--- config.mk ---
export PLATFORM = sky130hd
export DESIGN_NAME = ssvs_ctrl
export DESIGN_NICKNAME = d
export VERILOG_FILES = /design/src/rtl/ssvs_pkg.sv /design/src/rtl/ssvs_ctrl.sv
export SDC_FILE = /design/constraint.sdc
export NUM_CORES = 1
export LEC_CHECK = 0
export BUFFER_PORTS_ARGS = -buffer_cell sky130_fd_sc_hd__buf_2
export CORE_AREA = 4 4 41 43
export CTS_CLUSTER_SIZE = 16
export DETAILED_ROUTE_END_ITERATION = 7
export DIE_AREA = 0 0 45 47
export PLACE_DENSITY = 0.34
export SLEW_MARGIN = 20
export SYNTH_ARGS = -nofsm -noshare
export SYNTH_HDL_FRONTEND = slang
export SYNTH_SLANG_ARGS = --single-unit
--- constraint.sdc ---
create_clock -name clk -period 1.3 [get_ports clk]
set_input_delay 0.26 -clock clk [delete_from_list [all_inputs] [get_ports clk]]
set_output_delay 0.26 -clock clk [all_outputs]
set_load 0.05 [all_outputs]
--- src/rtl/ssvs_pkg.sv ---
// Shared constants, codes and types of the sorted sparse vector store.
package ssvs_pkg;

    localparam int CAPACITY   = 64;
    localparam int INDEX_BITS = 16;
    localparam int VALUE_BITS = 32;
    localparam int POS_BITS   = $clog2(CAPACITY);
    localparam int COUNT_BITS = $clog2(CAPACITY + 1);
    localparam int SIZE_BITS  = INDEX_BITS + 1;

    typedef logic [2:0] kind_t;
    localparam kind_t KIND_SET  = 3'd0;
    localparam kind_t KIND_GET  = 3'd1;
    localparam kind_t KIND_ADD  = 3'd2;
    localparam kind_t KIND_SUB  = 3'd3;
    localparam kind_t KIND_READ = 3'd4;

    typedef logic [1:0] status_t;
    localparam status_t STATUS_OK        = 2'd0;
    localparam status_t STATUS_FULL      = 2'd1;
    localparam status_t STATUS_BAD_POS   = 2'd2;

    typedef struct packed {
        logic load;
        logic eval;
        logic commit;
    } dp_cmd_t;

endpackage

--- src/rtl/ssvs_ctrl.sv ---
// Controller: sequences capture, compare and commit, and owns the command and result handshakes.
module ssvs_ctrl (
    input  logic               clk,
    input  logic               rst_n,
    input  logic               in_valid,
    output logic               in_ready,
    output logic               out_valid,
    input  logic               out_ready,
    output ssvs_pkg::dp_cmd_t  cmd
);
    import ssvs_pkg::*;

    typedef enum logic [1:0] {ST_IDLE, ST_EVAL, ST_COMMIT} state_t;

    state_t state_reg;
    logic   out_valid_reg;

    assign in_ready   = state_reg == ST_IDLE;
    assign out_valid  = out_valid_reg;
    assign cmd.load   = in_valid && in_ready;
    assign cmd.eval   = state_reg == ST_EVAL;
    // The result register must be free before a new item is committed.
    assign cmd.commit = (state_reg == ST_COMMIT) && (!out_valid_reg || out_ready);

    always_ff @(posedge clk or negedge rst_n)
    begin
        if (!rst_n)
        begin
            state_reg     <= ST_IDLE;
            out_valid_reg <= 1'b0;
        end
        else
        begin
            unique case (state_reg)
                ST_IDLE:
                    if (cmd.load)
                        state_reg <= ST_EVAL;
                ST_EVAL:
                    state_reg <= ST_COMMIT;
                ST_COMMIT:
                    if (cmd.commit)
                        state_reg <= ST_IDLE;
                default:
                    state_reg <= ST_IDLE;
            endcase
            if (cmd.commit)
                out_valid_reg <= 1'b1;
            else if (out_ready)
                out_valid_reg <= 1'b0;
        end
    end

endmodule

==> results.md, run 1 <==
* Final setup violation count at 2
* Setup crit start: state_reg[1]
* Total CTS buffers at 3
* Skew final at 0.00231 ns
* Final hold vios at 0
* Critical path's top delay family: flip-flops
* Layout area overhead at 114%
* Placed cell area at 206 um2
* CP Capture Point: cmd[2]
* Internal power at 0.391 mW
* Die Area at 2120 um2
* Reg2reg start: state_reg[0]
* Final Net Count at 31
* Tcrit/Tclk final at 1.02
* Clk_lat worst skew at 0.23 ns
* Combinational power share at 0.552
* Fmax at between 0.7 and 0.8 GHz
* Post-Syn Nets at 16
* Post-route core utilization at 0.218
* Die X at 45 um
* Initial core utilization at 0.102
* Final worst slack at -0.0201 ns
* Most frequent cells in the layout: buf_2, clkbuf_4, dfrtp_1, buf_6, buf_4
* Vias in the first global route at 141
* Flop pwr share at 0.224
* Clock Sinks at 3
* Avg Vias per Cell at 3.22
* Global route overflow at 0
* Layout cells sized above 1 at 0.692
* HP Class: in -> reg
* PD cells at 2530 nW/um2
* IO Count at 9
* Yosys reg bits at 3
* GPL Wtd Cong at around 0.65
* Crit path time final at roughly 1.3 ns
* Post-synthesis cell count at 12
* Worst path depth at 3
* Outcome: complete, but fails checks
* ANT nets after route at 0
* RR Endpoint: state_reg[1]
* Worst EP required at 1.04 ns
* Static Leak at 0.140 nW
* Synth top area cells: dfrtp_1, and2_1, nand2b_1
* Commonest non-fill, non-tap cell in the layout: buf_2
* Max Cap Viol at 0
* Post-route cell area at ~280 um2
* Initial antenna violation count at 0
* Violated checks: setup timing
* Switching share of power at 0.454
* Max_slew headroom at 0.836
* Place WS at about 0.046 ns
* GRT Total Usage at 0.0395
* Switch Pwr at 0.326 mW
* Post-synth top area cell: dfrtp_1
* Initial DRC count at 0
* Row cnt at 13
* Largest net degree at the start of global routing at 4
* Post-synthesis sequential area ratio at 0.566
* Ys Warns at 0
* H-Tree Depth at 1
* Vias at about 130
* R2R setup slack at 0.37 ns
* Max FO, Critical Path at 3
* Clock transition at path regs at roughly 0.03 ns
* Wire length on met3 at 44 um
* WL per Instance at a little over 8 um
* Max-slew violations at 0
* DRC Markers at 0
* VDD IR max at between 0.7 and 0.8 mV
* Reg2Reg Depth at 3
* CP startpoint kind: flip-flop
* Crit path cell chain: nor2_4 > and2_4 > buf_8
* RSZ-0062 raised after global routing: true
* Largest register FFs at 2
* Tightest Pin Transition at around 0.25 ns
* Cell area after synthesis at 133 um2
* WP buf/inv at 1
* Core area at ~1300 um2
* Metal-1 WL at 150 um
* Area fraction of the dominant cell type after synthesis at 0.566
* Syn Area/Cell at 11.1 um2
* CP Capture Type: primary output
* Drt pass-1 iters at 1
* Worst endpoint data arrival time at 1.06 ns
* Clk pwr share at 0.224
* CTS tree: yes
* CTS root buffer: clkbuf_4
* Die height at ~47 um
* Setup CP Type: reg -> out
* PortBufs at 8
* Top Metal Used: met3
* Power, Total at 0.717 mW
* Yosys cell types at 8
* # diodes at 0
* Met2 WL at ~140 um
* Delay of the slowest critical-path stage at around 0.44 ns
* First-pass GRT wire length at 538 um
* Critical Path Slowest Stage Cell: dfrtp_2
* Bufs on Longest Clock Path at 2
* DRT Wirelength at 338 um
* Setup total negative slack at -0.0397 ns
## per-layer routing
layer | global-route usage | up-vias
li1 | - | 66
met4 | 0.0351 | 0
met3 | 0.0383 | 0
met5 | 0 | -
met1 | 0.0364 | 59
met2 | 0.0508 | 7
## kinds of logic (layout without fill, tap and decap cells)
kind of cell,Yosys count,in the layout,synth area share
compound gates,1,1,0.0566
buf+inv,0,14,0
flops,3,3,0.566
simple gates,8,8,0.377
## cell type report
class                   count  area (um2)
well taps                  15        18.8
repair buffers             10        82.6
clock buffers               4        26.3
fillers                   154        1020
flip-flops and latches      3        76.3
multi-input cells           9        80.1
## timing repair
action | 4_1_cts | 5_1_grt
gates cloned | 0 | 0
endpoints found under the setup margin | 4 | 3
gates resized for setup | 9 | 1
buffers inserted | 1 | 0
pin swaps | 2 | 0
hold buffers | 1 | 0
endpoints found under the hold margin | 3 | 0
## power by group through the flow
stage               Clock [mW]  Combinational (mW)  Sequential [mW]
floorplan                    0               0.218            0.197
global placement             0               0.325            0.151
detailed placement           0               0.329            0.154
CTS                      0.170               0.395            0.161
global route             0.183               0.415            0.163
finish                   0.161               0.396            0.161
## synthesized netlist by cell type
cell type	n
and2_1	2
nand2b_1	2
nor2b_1	1
nor2_2	1
o21bai_1	1
nor2b_2	1
dfrtp_1	3
nand2_1	1
## worst min path at each step
stage,to,cells after the start,from,slack [ns]
6_report,state_reg[0],2,in_valid,0.26
5_1_grt,state_reg[0],2,in_valid,0.26
4_1_cts,state_reg[0],2,in_valid,0.25
3_5_place_dp,state_reg[1],1,rst_n,0.06
3_3_place_gp,state_reg[1],1,rst_n,0.06
2_1_floorplan,out_valid,0,rst_n,-0.04
## metrics by stage
step / hold slack (ns) / std cells
floorplan: -0.0356 / 12
global placement: 0.0594 / 35
detailed placement: 0.0587 / 35
CTS: 0.254 / 41
global route: 0.261 / 41
finish: 0.257 / 41
(Power assumes the default switching activity.)
==> run 2: changes to the inputs <==
Settings changed: SKIP_CTS_REPAIR_TIMING set to 1.
==> run 2 against run 1 <==
Effect of this change:
- the flow still finishes with violations (setup timing)
- sequential share of layout area rose by 0.98 points
- worst hold slack barely moved
- sequential cell count did not move
- cell area fell by 3.5%
- combinational power fell by 5.1%
- clock skew did not move
- setup slack got worse by 0.0061 ns
- via count fell by 4.5%
- fmax fell by 0.46%
==> results.md, run 2 (synthesis results as in run 1) <==
* Final hold vios at 0
* Crit path time final at 1.33 ns
* Max-slew violations at 0
* Max_slew headroom at 0.836
* Core area at ~1300 um2
* Max Cap Viol at 0
* # diodes at 0
* Switching share of power at 0.463
* Outcome: complete, but fails checks
* GRT Total Usage at 0.0379
* Post-placement cell count at 35
* Drt pass-1 iters at 1
* ANT nets after route at 0
* DRT Wirelength at about 330 um
* Vias in the first global route at 133
* DRC Markers at 0
* Final setup violation count at 2
* Initial DRC count at 0
* Die Area at 2120 um2
* Avg Vias per Cell at 3.15
* Bufs on Longest Clock Path at 2
* First-pass GRT wire length at between 500 and 600 um
* Skew final at roughly 0.0023 ns
* PortBufs at 8
* Power, Total at 0.697 mW
* Vias at 126
* RSZ-0062 raised after global routing: true
* Total CTS buffers at 3
* Reg2Reg Depth at 2
* Static Leak at 0.135 nW
* R2R setup slack at 0.44 ns
* Clock transition at path regs at roughly 0.030 ns
* Commonest non-fill, non-tap cell in the layout: buf_2
* Combinational power share at 0.539
* Clk_lat worst skew at approximately 0.23 ns
* Setup crit start: state_reg[0]
* Layout cells sized above 1 at 0.680
* CP startpoint kind: flip-flop
* RR Endpoint: state_reg[1]
* Die X at between 40 and 50 um
* H-Tree Depth at 1
* Violated checks: setup timing
* Fmax at 0.754 GHz
* Layout area overhead at 107%
* CTS root buffer: clkbuf_4
* Worst EP required at 1.04 ns
* WL per Instance at slightly above 8 um
* Row cnt at 13
* VDD IR max at 0.752 mV
* Clk pwr share at 0.230
* PD cells at approximately 2500 nW/um2
* Die height at approximately 47 um
* Hold Path Depth at 2
* Worst endpoint data arrival time at 1.07 ns
* Final worst slack at -0.0262 ns
* Max FO, Critical Path at 3
* Largest net degree at the start of global routing at 4
* Fin cells at 40
* HP Class: in -> reg
* Reg2reg start: state_reg[0]
* Tcrit/Tclk final at 1.02
* Internal power at 0.374 mW
* Global route overflow at 0
* IO Count at 9
* Final Net Count at 30
* Fillers at around 150
* Setup CP Type: reg -> out
* Initial core utilization at 0.102
* CP Capture Type: primary output
* CTS tree: yes
* Initial antenna violation count at 0
* CP Capture Point: cmd[0]
* Largest register FFs at 2
* GPL Wtd Cong at 0.649
* Flop pwr share at 0.231
* Most frequent cells in the layout: buf_2, clkbuf_4, dfrtp_1, buf_6
* Switch Pwr at 0.323 mW
* Tightest Pin Transition at 0.248 ns
* Clock Sinks at 3
* Minimum hold slack at 0.257 ns
## run 2: cell types whose count changed in the layout (fill, tap and decap cells not counted)
cell,delta
buf_2,+1
buf_4,-2
## run 2: how the worst min path moves through the flow
stage	start	endpoint	slack, ns
3_3_place_gp	rst_n	state_reg[1]	0.06
4_1_cts	rst_n	out_valid	-0.19
5_1_grt	in_valid	state_reg[0]	0.26
6_report	in_valid	state_reg[0]	0.26
3_5_place_dp	rst_n	state_reg[1]	0.06
2_1_floorplan	rst_n	out_valid	-0.04
## run 2: stage by stage
stage / setup TNS (ns) / cell area, um2 / util / setup slack, ns
after floorplan: -0.0237 / 148 / - / -0.0237
after global placement: 0 / 206 / 0.159 / 0.0564
after detailed placement: 0 / 206 / 0.159 / 0.0460
after CTS: -0.370 / 233 / 0.179 / -0.201
after global routing: -0.183 / 274 / 0.211 / -0.0656
final: -0.0416 / 274 / 0.211 / -0.0262
## run 2: worst max-delay path: stages (launching register included)
cell,delay (ns)
dfrtp_1,0.40
nand2b_4,0.17
nor2b_4,0.11
buf_6,0.16
## run 2: layer usage
metal,share of wire,track usage,up-vias,routed length [um]
met3,0.13,0.0345,0,44
met5,0,0,-,0
met1,0.45,0.0364,55,149
li1,-,-,64,-
met2,0.42,0.0480,7,138
met4,0,0.0351,0,0
## run 2: power by group through the flow
stage	combinational, mW	sequential, mW	clock [mW]
after floorplan	0.218	0.197	0
after global placement	0.325	0.151	0
after detailed placement	0.329	0.154	0
after CTS	0.329	0.153	0.170
after global routing	0.394	0.163	0.183
final	0.376	0.161	0.161
## run 2: final cells by class
class	instances	area, um2	area share
Clock buffer	4	26.3	0.0959
Multi-Input combinational cell	9	80.1	0.292
Sequential cell	3	76.3	0.279
Tap cell	15	18.8	0.0685
Timing Repair Buffer	9	72.6	0.265
==> run 3: changes to the inputs <==
Settings changed: CAP_MARGIN set to 0, CORE_AREA 4 4 41 43 to 2 2 39 41, DIE_AREA 0 0 45 47 to 0 0 41 43.
==> run 3 against run 2 <==
Effect of this change:
- the flow still finishes with violations (setup timing)
- sequential cell count is the same
- critical path depth stayed put
- clock power hardly changed
- non-clock buffer count is the same
- power up 1.6%
- utilization shrank 0.71 points
- first-iteration DRC count up 2
- cell area grew 2.7%
- register-to-register slack improved by 0.02 ns
- clock skew about the same
- global-route usage grew 1.5 points
==> results.md, run 3 (synthesis results as in run 1) <==
* Total CTS buffers at 3
* Fillers at ~160
* Commonest non-fill, non-tap cell in the layout: buf_2
* Power, Total at 0.708 mW
* Area occupied by registers at 76.3 um2
* Bufs on Longest Clock Path at 2
* DRC Markers at 0
* Place WS at between 0.06 and 0.07 ns
* Final Net Count at 30
* WP buf/inv at 1
* Row cnt at 14
* Die Area at 1760 um2
* Max Cap Viol at 0
* Vias at 129
* Fmax at 0.754 GHz
* Critical path's top delay family: flip-flops
* WL per Instance at between 7 and 8 um
* PortBufs at 8
* Critical Path Slowest Stage Cell: dfrtp_1
* Avg Vias per Cell at 3.15
* Final setup violation count at 2
* Largest register FFs at 2
* Layout area overhead at 112%
* Crit path cell chain: nand2b_4 > nor2b_4 > buf_8
* Vias in the first global route at 133
* Clock transition at path regs at 0.04 ns
* Max FO, Critical Path at 3
* Drt pass-1 iters at 2
* Most frequent cells in the layout: buf_2, clkbuf_4, dfrtp_1, buf_8
* CP Capture Type: primary output
* Clock Sinks at 3
* Clk_lat worst skew at 0.23 ns
* VDD IR max at 0.889 mV
* CTS tree: yes
* Setup CP Type: reg -> out
* Placed cell area at ~210 um2
* Die X at slightly above 40 um
* Static Leak at 0.137 nW
* Post-placement cell count at 36
* Initial DRC count at 2
* CP startpoint kind: flip-flop
* Worst EP required at 1.04 ns
* Skew final at 0.00184 ns
* Final hold vios at 0
* H-Tree Depth at 1
* GRT Total Usage at 0.0532
* PD cells at 2510 nW/um2
* Violated checks: setup timing
* # diodes at 0
* Delay of the slowest critical-path stage at roughly 0.4 ns
* Final worst slack at -0.0268 ns
* Largest net degree at the start of global routing at 4
* GPL Wtd Cong at 0.585
* Worst endpoint data arrival time at 1.07 ns
* Tcrit/Tclk final at 1.02
* CTS root buffer: clkbuf_4
* Core area at 1380 um2
* First-pass GRT wire length at 517 um
* Fin cells at slightly above 40
* RSZ-0062 raised after global routing: true
* Tightest Pin Transition at 0.248 ns
* Global route overflow at 0
* Initial antenna violation count at 0
* Max_slew headroom at 0.836
* Crit path time final at 1.33 ns
* DRT Wirelength at 292 um
* IO Count at 9
* ANT nets after route at 0
* Max-slew violations at 0
* Outcome: complete, but fails checks
* Initial core utilization at 0.0958
* Multi-input logic area at 80.1 um2
* Post-route cell area at around 280 um2
* Die height at approximately 43 um
* Layout cells sized above 1 at 0.680
* HP Class: in -> reg
run 3: stage by stage:
step / util / setup TNS (ns) / hold WS, ns
after floorplan: - / -0.0237 / -0.0356
after global placement: 0.150 / 0 / 0.0598
after detailed placement: 0.150 / 0 / 0.0634
after CTS: 0.169 / -0.422 / -0.189
after global routing: 0.203 / -0.223 / 0.245
final: 0.203 / -0.0521 / 0.252
run 3: worst reg2reg max path, delay by kind of cell (launching register included):
kind,cells,cell delay (ns)
AOI/OAI and AO/OA,1,0.14
DFF,1,0.40
and+or+nand+nor,1,0.18
run 3: cell type report:
type                            instances  area share
Tap cell                               16      0.0711
Clock buffer                            4      0.0933
Sequential cell                         3       0.271
Timing Repair Buffer                    9       0.280
Multi-Input combinational cell          9       0.284
run 3: power breakdown:
group          switching [mW]  internal [mW]
Sequential             0.0342          0.126
Combinational           0.241          0.148
Clock                  0.0452          0.115
run 3: final timing paths:
| kind | start | to | slack, ns | depth (start not counted) |
|---|---|---|---|---|
| setup / recovery | state_reg[0] | cmd[0] | -0.03 | 3 |
| hold / removal | in_valid | state_reg[0] | 0.25 | 2 |
| setup reg to reg | state_reg[0] | state_reg[1] | 0.46 | 2 |
| hold reg to reg | out_valid | out_valid | 0.53 | 2 |
| max in group asynchronous | rst_n | state_reg[1] | 0.82 | 2 |
| min in group asynchronous | rst_n | state_reg[1] | 0.36 | 2 |
run 3: per-layer routing:
layer,track usage,routed length [um]
met1,0.0514,130
met2,0.0500,120
met3,0.0628,40
met5,0,0
met4,0.0600,0
